`src/rtl/core/clock_event_flag_scheduler_core_assert.svh`:
```
// Assertion macros shared by the clock event flag scheduler RTL.
// Depends on nothing; each use names its own clock and active-low reset.
`ifndef CLOCK_EVENT_FLAG_SCHEDULER_CORE_ASSERT_SVH
`define CLOCK_EVENT_FLAG_SCHEDULER_CORE_ASSERT_SVH

// Same-cycle implication, disabled while reset is asserted.
`define CEFS_ASSERT_IMPL(lbl, clk, rst_n, ante, cons, msg) \
	lbl: assert property (@(posedge clk) disable iff (!rst_n) (ante) |-> (cons)) \
		else $error(msg);

// Next-cycle implication, disabled while reset is asserted.
`define CEFS_ASSERT_NEXT(lbl, clk, rst_n, ante, cons, msg) \
	lbl: assert property (@(posedge clk) disable iff (!rst_n) (ante) |=> (cons)) \
		else $error(msg);

`endif

```
`src/rtl/core/cefs_pkg.sv`:
```
// Shared types and constants of the clock event flag scheduler.
// No dependencies.
package cefs_pkg;

	// Request commands
	typedef enum logic [1:0] {
		CMD_SAMPLE = 2'd0,
		CMD_READ   = 2'd1,
		CMD_CLEAR  = 2'd2,
		CMD_WRITE  = 2'd3
	} cmd_t;

	localparam int FLAG_NUM = 37;
	localparam logic [5:0] FLAG_COUNT   = 6'd37;
	localparam logic [4:0] HOURS_PER_DAY = 5'd24;
	localparam logic [4:0] NO_HOUR      = 5'd31;
	localparam logic [5:0] NO_MINUTE    = 6'd63;

	// Flag positions
	localparam logic [5:0] FLAG_QUARTER = 6'd24;
	localparam logic [5:0] FLAG_HALF    = 6'd25;
	localparam logic [5:0] FLAG_HOUR1   = 6'd26;
	localparam logic [5:0] FLAG_HOUR2   = 6'd27;
	localparam logic [5:0] FLAG_HOUR3   = 6'd28;
	localparam logic [5:0] FLAG_HOUR4   = 6'd29;
	localparam logic [5:0] FLAG_HOUR8   = 6'd30;
	localparam logic [5:0] FLAG_HOUR12  = 6'd31;
	localparam logic [5:0] FLAG_DAY1    = 6'd32;
	localparam logic [5:0] FLAG_DAY2    = 6'd33;
	localparam logic [5:0] FLAG_DAY7    = 6'd34;
	localparam logic [5:0] FLAG_DAY14   = 6'd35;
	localparam logic [5:0] FLAG_DAY30   = 6'd36;

	// Minute marks
	localparam logic [5:0] MIN_00 = 6'd0;
	localparam logic [5:0] MIN_15 = 6'd15;
	localparam logic [5:0] MIN_30 = 6'd30;
	localparam logic [5:0] MIN_45 = 6'd45;

	// Last count value of each modulo counter (period minus one)
	localparam logic       LAST_2H  = 1'd1;
	localparam logic [1:0] LAST_3H  = 2'd2;
	localparam logic [1:0] LAST_4H  = 2'd3;
	localparam logic [2:0] LAST_8H  = 3'd7;
	localparam logic [3:0] LAST_12H = 4'd11;
	localparam logic       LAST_2D  = 1'd1;
	localparam logic [2:0] LAST_7D  = 3'd6;
	localparam logic [3:0] LAST_14D = 4'd13;
	localparam logic [4:0] LAST_30D = 5'd29;

	typedef struct packed {
		cmd_t       cmd;
		logic [4:0] hour;
		logic [5:0] minute;
		logic [5:0] flag_index;
		logic       flag_value;
	} req_t;

	typedef struct packed {
		logic [FLAG_NUM-1:0] all_flags;
		logic                selected_flag;
	} res_t;

endpackage

```
`src/rtl/core/cefs_state.sv`:
```
// Flag and counter state of the scheduler with its next-state logic.
// Depends on cefs_pkg and clock_event_flag_scheduler_core_assert.svh.
`include "clock_event_flag_scheduler_core_assert.svh"

module cefs_state (
	input  logic          clk,
	input  logic          arst_n,
	input  logic          en,
	input  cefs_pkg::req_t req,
	output cefs_pkg::res_t res
);

	logic [cefs_pkg::FLAG_NUM-1:0] flags_q, flags_n, set_mask;
	logic [4:0] last_hour_q;
	logic [5:0] last_minute_q;
	logic       first_hour_pending_q;
	logic       cnt2h_q, cnt2h_n;
	logic [1:0] cnt3h_q, cnt3h_n;
	logic [1:0] cnt4h_q, cnt4h_n;
	logic [2:0] cnt8h_q, cnt8h_n;
	logic [3:0] cnt12h_q, cnt12h_n;
	logic       cnt2d_q, cnt2d_n;
	logic [2:0] cnt7d_q, cnt7d_n;
	logic [3:0] cnt14d_q, cnt14d_n;
	logic [4:0] cnt30d_q, cnt30d_n;

	logic is_sample, hour_chg, min_chg, new_hour, new_day, idx_ok;
	logic wrap2h, wrap3h, wrap4h, wrap8h, wrap12h;
	logic wrap2d, wrap7d, wrap14d, wrap30d;

	// Event detection
	assign is_sample = (req.cmd == cefs_pkg::CMD_SAMPLE);
	assign hour_chg  = is_sample && (req.hour != last_hour_q);
	assign min_chg   = is_sample && (req.minute != last_minute_q);
	assign new_hour  = hour_chg && !first_hour_pending_q;
	assign new_day   = new_hour && (req.hour == 5'd0);
	assign idx_ok    = (req.flag_index < cefs_pkg::FLAG_COUNT);

	// Modulo counters: wrap detect and next value
	assign wrap2h  = (cnt2h_q == cefs_pkg::LAST_2H);
	assign wrap3h  = (cnt3h_q == cefs_pkg::LAST_3H);
	assign wrap4h  = (cnt4h_q == cefs_pkg::LAST_4H);
	assign wrap8h  = (cnt8h_q == cefs_pkg::LAST_8H);
	assign wrap12h = (cnt12h_q == cefs_pkg::LAST_12H);
	assign wrap2d  = (cnt2d_q == cefs_pkg::LAST_2D);
	assign wrap7d  = (cnt7d_q == cefs_pkg::LAST_7D);
	assign wrap14d = (cnt14d_q == cefs_pkg::LAST_14D);
	assign wrap30d = (cnt30d_q == cefs_pkg::LAST_30D);

	assign cnt2h_n  = !new_hour ? cnt2h_q  : (wrap2h  ? 1'd0 : cnt2h_q + 1'd1);
	assign cnt3h_n  = !new_hour ? cnt3h_q  : (wrap3h  ? 2'd0 : cnt3h_q + 2'd1);
	assign cnt4h_n  = !new_hour ? cnt4h_q  : (wrap4h  ? 2'd0 : cnt4h_q + 2'd1);
	assign cnt8h_n  = !new_hour ? cnt8h_q  : (wrap8h  ? 3'd0 : cnt8h_q + 3'd1);
	assign cnt12h_n = !new_hour ? cnt12h_q : (wrap12h ? 4'd0 : cnt12h_q + 4'd1);
	assign cnt2d_n  = !new_day  ? cnt2d_q  : (wrap2d  ? 1'd0 : cnt2d_q + 1'd1);
	assign cnt7d_n  = !new_day  ? cnt7d_q  : (wrap7d  ? 3'd0 : cnt7d_q + 3'd1);
	assign cnt14d_n = !new_day  ? cnt14d_q : (wrap14d ? 4'd0 : cnt14d_q + 4'd1);
	assign cnt30d_n = !new_day  ? cnt30d_q : (wrap30d ? 5'd0 : cnt30d_q + 5'd1);

	// Flags raised by a clock sample
	always_comb begin
		set_mask = '0;
		if (new_hour) begin
			set_mask[cefs_pkg::FLAG_HOUR1]  = 1'b1;
			set_mask[cefs_pkg::FLAG_HOUR2]  = wrap2h;
			set_mask[cefs_pkg::FLAG_HOUR3]  = wrap3h;
			set_mask[cefs_pkg::FLAG_HOUR4]  = wrap4h;
			set_mask[cefs_pkg::FLAG_HOUR8]  = wrap8h;
			set_mask[cefs_pkg::FLAG_HOUR12] = wrap12h;
			if (req.hour < cefs_pkg::HOURS_PER_DAY) begin
				set_mask[{1'b0, req.hour}] = 1'b1;
			end
		end
		if (new_day) begin
			set_mask[cefs_pkg::FLAG_DAY1]  = 1'b1;
			set_mask[cefs_pkg::FLAG_DAY2]  = wrap2d;
			set_mask[cefs_pkg::FLAG_DAY7]  = wrap7d;
			set_mask[cefs_pkg::FLAG_DAY14] = wrap14d;
			set_mask[cefs_pkg::FLAG_DAY30] = wrap30d;
		end
		if (min_chg) begin
			if (req.minute == cefs_pkg::MIN_00 || req.minute == cefs_pkg::MIN_15 ||
			    req.minute == cefs_pkg::MIN_30 || req.minute == cefs_pkg::MIN_45) begin
				set_mask[cefs_pkg::FLAG_QUARTER] = 1'b1;
			end
			if (req.minute == cefs_pkg::MIN_00 || req.minute == cefs_pkg::MIN_30) begin
				set_mask[cefs_pkg::FLAG_HALF] = 1'b1;
			end
		end
	end

	// Command decode into next flag vector
	always_comb begin
		flags_n = flags_q;
		unique case (req.cmd)
			cefs_pkg::CMD_SAMPLE: flags_n = flags_q | set_mask;
			cefs_pkg::CMD_READ:   flags_n = flags_q;
			cefs_pkg::CMD_CLEAR: begin
				if (idx_ok) flags_n[req.flag_index] = 1'b0;
			end
			cefs_pkg::CMD_WRITE: begin
				if (idx_ok) flags_n[req.flag_index] = req.flag_value;
			end
		endcase
	end

	assign res.all_flags     = flags_n;
	assign res.selected_flag = idx_ok ? flags_n[req.flag_index] : 1'b0;

	// State registers
	always_ff @(posedge clk or negedge arst_n) begin
		if (!arst_n) begin
			flags_q              <= '0;
			last_hour_q          <= cefs_pkg::NO_HOUR;
			last_minute_q        <= cefs_pkg::NO_MINUTE;
			first_hour_pending_q <= 1'b1;
			cnt2h_q              <= '0;
			cnt3h_q              <= '0;
			cnt4h_q              <= '0;
			cnt8h_q              <= '0;
			cnt12h_q             <= '0;
			cnt2d_q              <= '0;
			cnt7d_q              <= '0;
			cnt14d_q             <= '0;
			cnt30d_q             <= '0;
		end else if (en) begin
			flags_q  <= flags_n;
			cnt2h_q  <= cnt2h_n;
			cnt3h_q  <= cnt3h_n;
			cnt4h_q  <= cnt4h_n;
			cnt8h_q  <= cnt8h_n;
			cnt12h_q <= cnt12h_n;
			cnt2d_q  <= cnt2d_n;
			cnt7d_q  <= cnt7d_n;
			cnt14d_q <= cnt14d_n;
			cnt30d_q <= cnt30d_n;
			if (hour_chg) begin
				last_hour_q          <= req.hour;
				first_hour_pending_q <= 1'b0;
			end
			if (min_chg) last_minute_q <= req.minute;
		end
	end

	`CEFS_ASSERT_NEXT(a_hour_tracked, clk, arst_n, en && is_sample,
		last_hour_q == $past(req.hour), "last hour not updated by clock sample")
	`CEFS_ASSERT_NEXT(a_hour_flag, clk, arst_n, en && new_hour,
		flags_q[cefs_pkg::FLAG_HOUR1], "every-hour flag not set on new hour")
	`CEFS_ASSERT_NEXT(a_clear_works, clk, arst_n,
		en && req.cmd == cefs_pkg::CMD_CLEAR && idx_ok,
		!flags_q[$past(req.flag_index)], "cleared flag still set")
	`CEFS_ASSERT_NEXT(a_hold_idle, clk, arst_n, !en,
		$stable(flags_q) && $stable(cnt12h_q) && $stable(cnt30d_q),
		"state changed without a request")

endmodule

```
`src/rtl/core/clock_event_flag_scheduler_core.sv`:
```
// Clock event flag scheduler: input register, flag state update, result register.
// A request waits in the input register; its result is then registered for m_tdata.
// Throughput: one request per cycle unless stalled; flag/counter update is combinational.
// Backpressure on m_tready holds the result register, then the input register.
// Reset (arst_n low, asynchronous): flags and counters zero, no hour or minute seen.
// Depends on cefs_pkg, cefs_state and clock_event_flag_scheduler_core_assert.svh.
`include "clock_event_flag_scheduler_core_assert.svh"

module clock_event_flag_scheduler_core (
	input  logic        clk,
	input  logic        arst_n,
	input  logic        s_tvalid,
	output logic        s_tready,
	input  logic [23:0] s_tdata,   // hour[4:0], minute[10:5], flag_index[16:11],
	                               // flag_value[17], zero[23:18]
	input  logic [1:0]  s_tuser,   // command[1:0]
	output logic        m_tvalid,
	input  logic        m_tready,
	output logic [39:0] m_tdata    // selected_flag[0], all_flags[37:1], zero[39:38]
);

	cefs_pkg::req_t req_in, req_s1;
	cefs_pkg::res_t res_comb, res_q;
	logic           valid_s1;
	logic           m_tvalid_q;
	logic           advance;

	// Unpack the incoming request
	assign req_in.cmd        = cefs_pkg::cmd_t'(s_tuser);
	assign req_in.hour       = s_tdata[4:0];
	assign req_in.minute     = s_tdata[10:5];
	assign req_in.flag_index = s_tdata[16:11];
	assign req_in.flag_value = s_tdata[17];

	// Stage 1 moves on when the result register is empty or being drained
	assign advance  = valid_s1 && (!m_tvalid_q || m_tready);
	assign s_tready = !valid_s1 || advance;

	// Input register
	always_ff @(posedge clk or negedge arst_n) begin
		if (!arst_n) begin
			valid_s1 <= 1'b0;
		end else if (s_tready) begin
			valid_s1 <= s_tvalid;
		end
	end

	always_ff @(posedge clk) begin
		if (s_tready && s_tvalid) req_s1 <= req_in;
	end

	cefs_state u_state (
		.clk    (clk),
		.arst_n (arst_n),
		.en     (advance),
		.req    (req_s1),
		.res    (res_comb)
	);

	// Result register
	always_ff @(posedge clk or negedge arst_n) begin
		if (!arst_n) begin
			m_tvalid_q <= 1'b0;
		end else if (advance) begin
			m_tvalid_q <= 1'b1;
		end else if (m_tready) begin
			m_tvalid_q <= 1'b0;
		end
	end

	always_ff @(posedge clk) begin
		if (advance) res_q <= res_comb;
	end

	assign m_tvalid = m_tvalid_q;
	assign m_tdata  = {2'b00, res_q.all_flags, res_q.selected_flag};

	`CEFS_ASSERT_NEXT(a_take_fills_s1, clk, arst_n, s_tvalid && s_tready, valid_s1,
		"accepted request missing from input register")
	`CEFS_ASSERT_NEXT(a_s1_holds, clk, arst_n, valid_s1 && !advance,
		valid_s1 && $stable(req_s1), "stalled request lost from input register")
	`CEFS_ASSERT_NEXT(a_adv_fills_out, clk, arst_n, advance, m_tvalid_q,
		"processed request produced no result")

endmodule

```
`config.mk`:
```
export PLATFORM = sky130hd
export DESIGN_NAME = clock_event_flag_scheduler_core
export DESIGN_NICKNAME = d
export VERILOG_FILES = /design/src/rtl/core/cefs_pkg.sv /design/src/rtl/core/cefs_state.sv /design/src/rtl/core/clock_event_flag_scheduler_core.sv
export VERILOG_INCLUDE_DIRS = /design/src /design/src/rtl/core
export SDC_FILE = /design/constraint.sdc
export NUM_CORES = 1
export LEC_CHECK = 0
export BUFFER_PORTS_ARGS = -buffer_cell sky130_fd_sc_hd__buf_2
export CAP_MARGIN = 20
export CORE_MARGIN = 4
export CORE_UTILIZATION = 60
export DETAILED_ROUTE_END_ITERATION = 16
export PLACE_DENSITY = 0.81
export SYNTH_ARGS = -nofsm -noshare
export SYNTH_HDL_FRONTEND = slang
export SYNTH_SLANG_ARGS = --single-unit
export TNS_END_PERCENT = 1
```
`constraint.sdc`:
```
create_clock -name clk -period 6.62 [get_ports clk]
set_input_delay 1.324 -clock clk [delete_from_list [all_inputs] [get_ports clk]]
set_output_delay 1.324 -clock clk [all_outputs]
set_load 0.005 [all_outputs]
```
Yosys cells after proc, flatten, opt, wreduce, memory -nomap -nowiden --
Index checks and enable logic that the tools add are counted.
Word-level totals: register bits after elaboration 134, bits in latches 0, bits in writable memories 0, memory bits (read-only) 0, input bits 30, output and inout port bits 42, logic and storage cells 108, memories kept 0
Operators by class: add/subtract/negate cells 9, multipliers 0, divide/modulo/power cells 0, order comparisons 6, equal/unequal tests 15, shifts and indexed selects 0, muxes and demuxes 27, bitwise logic cells 4, reductions and logical operators 25
Operators by type and width (number):
- 2-to-1 mux 37 bit | 4
- one-hot mux 37 bit (4 select lines) | 1
- bitwise AND 37 bit | 1
- bitwise mux 37 bit | 1
- NOT 37 bit | 1
- bitwise OR 37 bit | 1
- bitwise OR 32 bit | 1
- 2-to-1 mux 5 bit | 2
- 2-to-1 mux 1 bit | 9
- adder 4 x 1 -> 4 bit (second input constant) | 2
- == test 2 bit (second input constant) | 4
- == test 4 bit (second input constant) | 2
- logical AND 1 bit | 8
- 2-to-1 mux 4 bit | 2
- AND reduction 2 bit | 4
- < comparator 5 x 7 -> 1 bit (second input constant) | 1
- < comparator 6 x 7 -> 1 bit (second input constant) | 1
- adder 3 x 1 -> 3 bit (second input constant) | 2
- binary-select mux 1 bit (select 6 bit) | 1
- demux 1 bit (select 6 bit) | 1
- == test 3 bit (second input constant) | 2
- == test 6 x 4 -> 1 bit (second input constant) | 1
- == test 6 x 5 -> 1 bit (second input constant) | 1
- == test 6 bit (second input constant) | 1
- other kinds (20) | 32

Longest topological paths before layout --
Gate-level depths: netlist of run 1.
depth in word-level cells 13, gate-level depth with buffers 11, depth with buffers taken out 9

Modules after synthesis --
A second synthesis of run 1 with hierarchy kept.
Unflattened totals: cell total of the unflattened synthesis 681, area, all modules 7204.4 sq um
By module, submodules not included:
- cefs_state | instances 1, cells each 612, area an instance 5340.1 sq um, seq. area each 1866.8 sq um
- clock_event_flag_scheduler_core | instances 1, cells each 69, area an instance 1864.3 sq um, seq. area each 1791.7 sq um

Least setup slack after synthesis of run 1 --
Ideal clock, no wire load.
path type in2reg, from in m_tready, to reg res_q, in the netlist m_tdata[0], enable pin, library setup time 417 ps, arrival 3255 ps, slack 2948 ps, cell stages on the path 5, cells stage by stage nand2b_1 > nand2_1 > inv_1 > clkbuf_1 > clkbuf_1
On the way: word-level cells in the longest chain between the ends 2
Ends and longest elaborated chain:
- start, declared | RTL line clock_event_flag_scheduler_core.sv:18 | input logic m_tready,
- logical OR 1 bit | RTL line clock_event_flag_scheduler_core.sv:36 | assign advance = valid_s1 && (!m_tvalid_q || m_tready);
- logical AND 1 bit | RTL line clock_event_flag_scheduler_core.sv:36
- named net advance | RTL line clock_event_flag_scheduler_core.sv:26 | logic advance;
- end signal, assigned | RTL line clock_event_flag_scheduler_core.sv:72 | if (advance) res_q <= res_comb;
- end, declared | RTL line clock_event_flag_scheduler_core.sv:23 | cefs_pkg::res_t res_comb, res_q;
The timed path passes the listed nets, and every way through them passes these cells. A chain may end at the register's enable or synchronous reset.

Worst setup path in the final report of run 1 --
from in m_tready, to reg u_state.cnt30d_q[1]
On the way: word-level cells in the longest chain between the ends 3
Ends and longest elaborated chain:
- logical OR 1 bit | RTL line clock_event_flag_scheduler_core.sv:36
- logical AND 1 bit | RTL line clock_event_flag_scheduler_core.sv:36
- AND reduction 2 bit (no line)
- end signal, assigned | RTL line cefs_state.sv:136 | cnt30d_q <= cnt30d_n;
- end, declared | RTL line cefs_state.sv:25 | logic [4:0] cnt30d_q, cnt30d_n;
Every way passes these cells.

==> metrics.yaml, run 1 <==
cts.clk_slew.worst_paths_ps: 60
io_pins: 72
drt-total-wl_um: 18200
track_usage_pct: 28.4
place.gp.congestion: 0.951
drive_above_1_share_pct: 21.7
vias: 5694
cellPowerDensity_mw_per_mm2: 342
maxSlewHeadroom_pct: 35.3
hold_viol: 0
port_buffers: 63
grt_pass1_vias: 5546
avgSynthCellArea_um2: 10.4
end_kind: "flop"
fin_setup_tns_ps: 0
seqPwrFrac_pct: 45.7
cts_max_path_buffers: 2
drc_errors: 0
cap_violations: 0
finalCritPeriodShare_pct: 55.0
root_buffer: "clkbuf_16"
hold_slack_ps: 497
final_util_pct: 69.1
final_nets: 755
die_w_um: 116
clk_latency_ps: 430
arrival_ps: 3980
synth_edf_count: 58
die_h_um: 116
hpwl_um: 12500
dieArea_mm2: 0.0135
ctsResizeCount: 0
pwr-share-clk_pct: 33.7
ys_types: 83
antenna_found_initial: 0
async_reset_ff_share_pct: 56.7
grt_overflow: 0
ant_nets: 0
syn-cell-area_mm2: 0.00705
synth_seq_cells: 134
clock_sinks: 134
crit_required_ps: 6950
place_ws_ps: 2460
clock.fmax_ghz: 0.275
initial_utilization_pct: 61.4
critPathKind: "in -> reg"
htreeDepth: 4
critPathMaxFanout: 47
cts_buffers: 17
cts_tree: "built"
rsz0062_at_grt: "false"
multi_input_area_mm2: 0.00312
cp-start-kind: "input port"
synth.yosys.seq_area_share_pct: 51.9
worst_slew_pin_slew_ps: 970
drtIter0Drc: 784
swShare_pct: 29.7
hold_buffers: 0
pwr-share-comb_pct: 20.7
cellLeakagePower_uw: 0.00316
drt_pre_antenna_iters: 6
rows: 39
grt_max_degree: 77
min_path_type: "reg -> reg"
cts_setup_buffers: 0
synth_cells: 678
status: "completed"
p_int_uw: 1910
vias_per_cell: 6.51
final.min_clock_period_ps: 3640
yosysWarnings: 0
irDropWorstVdd_uv: 232
setup_viol: 0
core_area_mm2: 0.0115
wire_per_inst_um: 20.8
setup_ws_ps: 2980
synthFlopType: "dfrtp_1"
area_growth_pct: 12.5
maxSlewViolCount: 0
net-switching-power_uw: 804
skew_ps: 8.43
grt_pass1_wl_um: 29200
ff_latch_area_mm2: 0.00366
antennaDiodeCount: 0
fillers: 855
-- registers in the layout (all words and copies together) (netlist names), 2 cells and up --
register,flops
req_s1,20
u_state.cnt14d_q,4
m_tdata,38
u_state.cnt30d_q,5
u_state.last_minute_q,6
u_state.cnt7d_q,3
u_state.cnt4h_q,2
u_state.last_hour_q,5
u_state.cnt8h_q,3
u_state.cnt3h_q,2
u_state.cnt12h_q,4
u_state.flags_q,37
-- kinds of logic (layout without fill, tap and decap cells) --
group                      Yosys count  count (layout)  share of synthesized area (%)
buffers and inverters               59             112                           3.84
DFF                                134             134                           51.9
AOI/OAI and AO/OA                  181             181                           17.6
and+or+nand+nor                    245             245                           17.7
xor gates and xnor gates            15              15                           1.97
muxes                               37              37                           5.86
other                                1               2                         0.0532
adders and majority gates            6               6                           1.07
-- power groups by stage --
stage | sequential, uW | combinational [uW] | clock, uW
after floorplan | 1200 | 404 | 0
after global placement | 1230 | 524 | 0
after detailed placement | 1240 | 554 | 0
after CTS | 1230 | 560 | 921
after global routing | 1260 | 627 | 964
final | 1240 | 561 | 913
-- synth_stat cells (6+ instances only) --
cell type	count	area share [%]
a211oi_1	13	1.4
a21o_1	7	0.75
a21oi_1	19	1.3
a311oi_1	8	0.99
a31oi_1	22	2.0
and2_1	10	0.89
and3_1	7	0.62
buf_2	9	0.64
clkbuf_1	26	1.4
dfrtp_1	64	23
dfstp_2	12	4.5
edfxtp_1	58	25
ha_1	6	1.1
inv_1	13	0.69
mux2_2	29	4.6
mux2i_1	6	0.85
nand2_1	102	5.4
nand2b_1	7	0.62
nand3_1	18	1.3
nand3b_1	6	0.64
nor2_1	29	1.5
nor3_1	18	1.3
nor3b_1	6	0.64
o211ai_1	7	0.75
o21ai_0	52	3.7
xor2_1	10	1.2
-- routing by layer --
metal | vias to the layer above | part of all wire [%] | track usage, %
li1 | 2591 | - | -
met1 | 2739 | 42 | 39.4
met2 | 307 | 46 | 43.1
met3 | 57 | 9.0 | 6.22
met4 | 0 | 3.7 | 12.6
met5 | - | 0 | 0
-- worst max-delay path, cell delays in order --
cell and delay (ps):
buf_2 80, nand2b_1 110, nand2_1 510, inv_2 950, nand2_1 480, or3_1 420
o21ai_0 90
-- layout make-up --
cell class | instances | share of cell area, %
Sequential cell | 134 | 46.2
Multi-Input combinational cell | 486 | 39.4
Clock buffer | 24 | 5.95
Timing Repair Buffer | 67 | 4.36
Tap cell | 143 | 2.26
Clock inverter | 8 | 1.28
Inverter | 13 | 0.616
-- layout by cell type (no fill, tap or decap), types with 13 or more instances in the layout --
master / count
buf_2: 63
edfxtp_1: 58
nor2_1: 29
nand2_1: 102
a31oi_1: 22
a21oi_1: 19
a211oi_1: 13
o21ai_0: 52
nor3_1: 18
nand3_1: 18
dfrtp_1: 64
clkbuf_16: 17
mux2_2: 29
-- stage by stage --
step	std cells	power, uW	area (um2)
2_1_floorplan	679	1610	7050
3_3_place_gp	843	1750	7350
3_5_place_dp	843	1800	7350
4_1_cts	875	2710	7930
5_1_grt	875	2850	7930
6_report	875	2710	7930
-- worst paths after layout --
path / start / endpoint / slack (ps) / cells after the start
worst max-delay path: m_tready / u_state.cnt30d_q[1] / 2980 / 7
worst min-delay path: u_state.cnt8h_q[2] / u_state.cnt8h_q[2] / 500 / 2
worst max register to register: req_s1[16] / m_tdata[0] / 3260 / 8
worst min register to register: u_state.cnt8h_q[2] / u_state.cnt8h_q[2] / 500 / 2
max in group asynchronous: arst_n / u_state.flags_q[12] / 4860 / 2
min in group asynchronous: arst_n / m_tvalid / 1130 / 2
Note: power is estimated with default switching activity, not from simulation.
==> inputs of run 2 (changes only) <==
Settings changed: CORE_UTILIZATION 60 to 59, PLACE_DENSITY 0.81 to 0.8.
Clock period 6.62 ns to 3.45 ns, I/O delays scaled along.
==> run 2 against run 1 <==
Against the previous run:
- total power grew 96%
- combinational power rose by 100%
- clock power grew 98%
- first-iteration DRC count decreased by 13%
- sequential share of layout area is 1.2 points lower
- via count up 1.2%
- sequential cell count is the same
- sequential power rose by 92%
- setup slack got worse by 2700 ps
- design area is 2.7% higher
- hold slack got worse by 57 ps
==> metrics.yaml, run 2 (synthesized netlist as in run 1, its figures left out) <==
fin_setup_tns_ps: 0  # unchanged
rows: 39  # unchanged
port_buffers: 63  # unchanged
crit_required_ps: 3590  # was 6950 ps
core_area_mm2: 0.0116  # was 0.0115 mm2
mostFrequentLayoutCells: "nand2_1, dfrtp_1, buf_2, edfxtp_1, o21ai_0"  # unchanged
vias: 5764  # was 5,694
hold_slack_ps: 439  # was 497 ps
initial_utilization_pct: 60.9  # was 61.4%
io_pins: 72  # unchanged
drive_above_1_share_pct: 24.7  # was 21.7%
cts_buffers: 17  # unchanged
die_h_um: 117  # was 116 um
cts_tree: "built"  # unchanged
critPathMaxFanout: 12  # was 47
cellLeakagePower_uw: 0.00330  # was 0.00316 uW
grt_pass1_wl_um: 30400  # was 29,200 um
end_kind: "flop"  # unchanged
area_growth_pct: 15.5  # was 12.5%
vias_per_cell: 6.40  # was 6.51
clock.fmax_ghz: 0.318
final_common_cell: "nand2_1"  # unchanged
rsz0062_at_grt: "false"  # unchanged
swShare_pct: 29.8  # was 29.7%
drtIter0Drc: 686  # was 784
place_ws_ps: 379  # was 2460 ps
dieArea_mm2: 0.0138  # was 0.0135 mm2
cellPowerDensity_mw_per_mm2: 652  # was 342 mW/mm2
antenna_found_initial: 0  # unchanged
status: "completed"  # unchanged
hpwl_um: 13500  # was 12,500 um
wire_per_inst_um: 21.4  # was 20.8 um
ant_nets: 0  # unchanged
drt_pre_antenna_iters: 7  # was 6
p_int_uw: 3720  # was 1910 uW
skew_ps: 7.73  # was 8.43 ps
finalCritPeriodShare_pct: 91.2
die_w_um: 117  # was 116 um
pwr-share-comb_pct: 21.1  # was 20.7%
cts_max_path_buffers: 2  # unchanged
arrival_ps: 3290  # was 3980 ps
largest_register_ffs: 38  # unchanged
ctsResizeCount: 0  # unchanged
seqPwrFrac_pct: 44.8  # was 45.7%
worst_slew_pin_slew_ps: 1030  # was 970 ps
setup_viol: 0  # unchanged
track_usage_pct: 29.7  # was 28.4%
drc_errors: 0  # unchanged
irDropWorstVdd_uv: 517  # was 232 uV
root_buffer: "clkbuf_16"  # unchanged
cts.clk_slew.worst_paths_ps: 60  # about the same
critPathKind: "reg -> reg"  # was in -> reg
grt_pass1_vias: 5622  # was 5,546
antennaDiodeCount: 0  # unchanged
clk_latency_ps: 420  # was 430 ps
cap_violations: 0  # unchanged
place.gp.congestion: 0.969  # was 0.951
pwr-share-clk_pct: 34.1  # was 33.7%
net-switching-power_uw: 1580  # was 804 uW
drt-total-wl_um: 19300  # was 18,200 um
grt_overflow: 0  # unchanged
maxSlewViolCount: 0  # unchanged
hold_viol: 0  # unchanged
htreeDepth: 4  # unchanged
setup_ws_ps: 302  # was 2980 ps
final_nets: 781  # was 755
min_path_type: "in -> reg"  # was reg -> reg
clock_sinks: 134  # unchanged
maxSlewHeadroom_pct: 31.3  # was 35.3%
cts_setup_buffers: 0  # unchanged
cp-start-kind: "flop"  # was input port
hold_buffers: 0  # unchanged
final.min_clock_period_ps: 3150
grt_max_degree: 77  # unchanged
## run 2: metal layers
| metal | share of wire, % | GRT usage, % | vias up |
|---|---|---|---|
| met5 | 0 | 0 | - |
| met4 | 3.0 | 12.4 | 0 |
| met3 | 7.5 | 6.79 | 45 |
| met2 | 47 | 46.6 | 263 |
| met1 | 42 | 39.7 | 2796 |
| li1 | - | - | 2660 |
## run 2: power groups by stage
stage               combinational, uW  sequential [uW]  clock (uW)
finish                           1120             2380        1810
global route                     1250             2420        1930
CTS                              1120             2370        1820
detailed placement               1090             2380           0
global placement                 1050             2360           0
floorplan                         775             2310           0
## run 2: path summary, 6_finish.rpt
check | cells after the start | startpoint | slack [ps] | endpoint
worst max-delay path | 8 | req_s1[16] | 300 | m_tdata[0]
max in group asynchronous | 2 | arst_n | 2260 | u_state.flags_q[20]
min in group asynchronous | 2 | arst_n | 550 | u_state.flags_q[25]
worst max register to register | 8 | req_s1[16] | 300 | m_tdata[0]
worst min register to register | 1 | u_state.cnt30d_q[4] | 470 | u_state.cnt30d_q[4]
worst min-delay path | 1 | s_tdata[11] | 440 | req_s1[1]
## run 2: metrics by stage
| step | cell area, um2 | power (uW) | cells | util [%] |
|---|---|---|---|---|
| global placement | 7550 | 3410 | 869 | 65.3 |
| detailed placement | 7550 | 3480 | 869 | 65.3 |
| finish | 8140 | 5300 | 901 | 70.4 |
| global route | 8140 | 5590 | 901 | 70.4 |
| floorplan | 7050 | 3080 | 679 | - |
| CTS | 8140 | 5310 | 901 | 70.4 |
## run 2: area by class of cell
type                            instances  area, um2
Clock buffer                           20        437
Clock inverter                         12        155
Fill cell                             835       3430
Inverter                               13       48.8
Multi-Input combinational cell        486       3120
Sequential cell                       134       3660
Tap cell                              143        179
Timing Repair Buffer                   93        541
## run 2: worst max-delay path, stage by stage, from the launching register on
cell	delay, ps
edfxtp_1	530
xor2_2	220
nor3_4	510
nand2_1	230
a311oi_1	440
o2bb2ai_1	160
a2111o_1	410
o211ai_2	220
o311ai_1	160
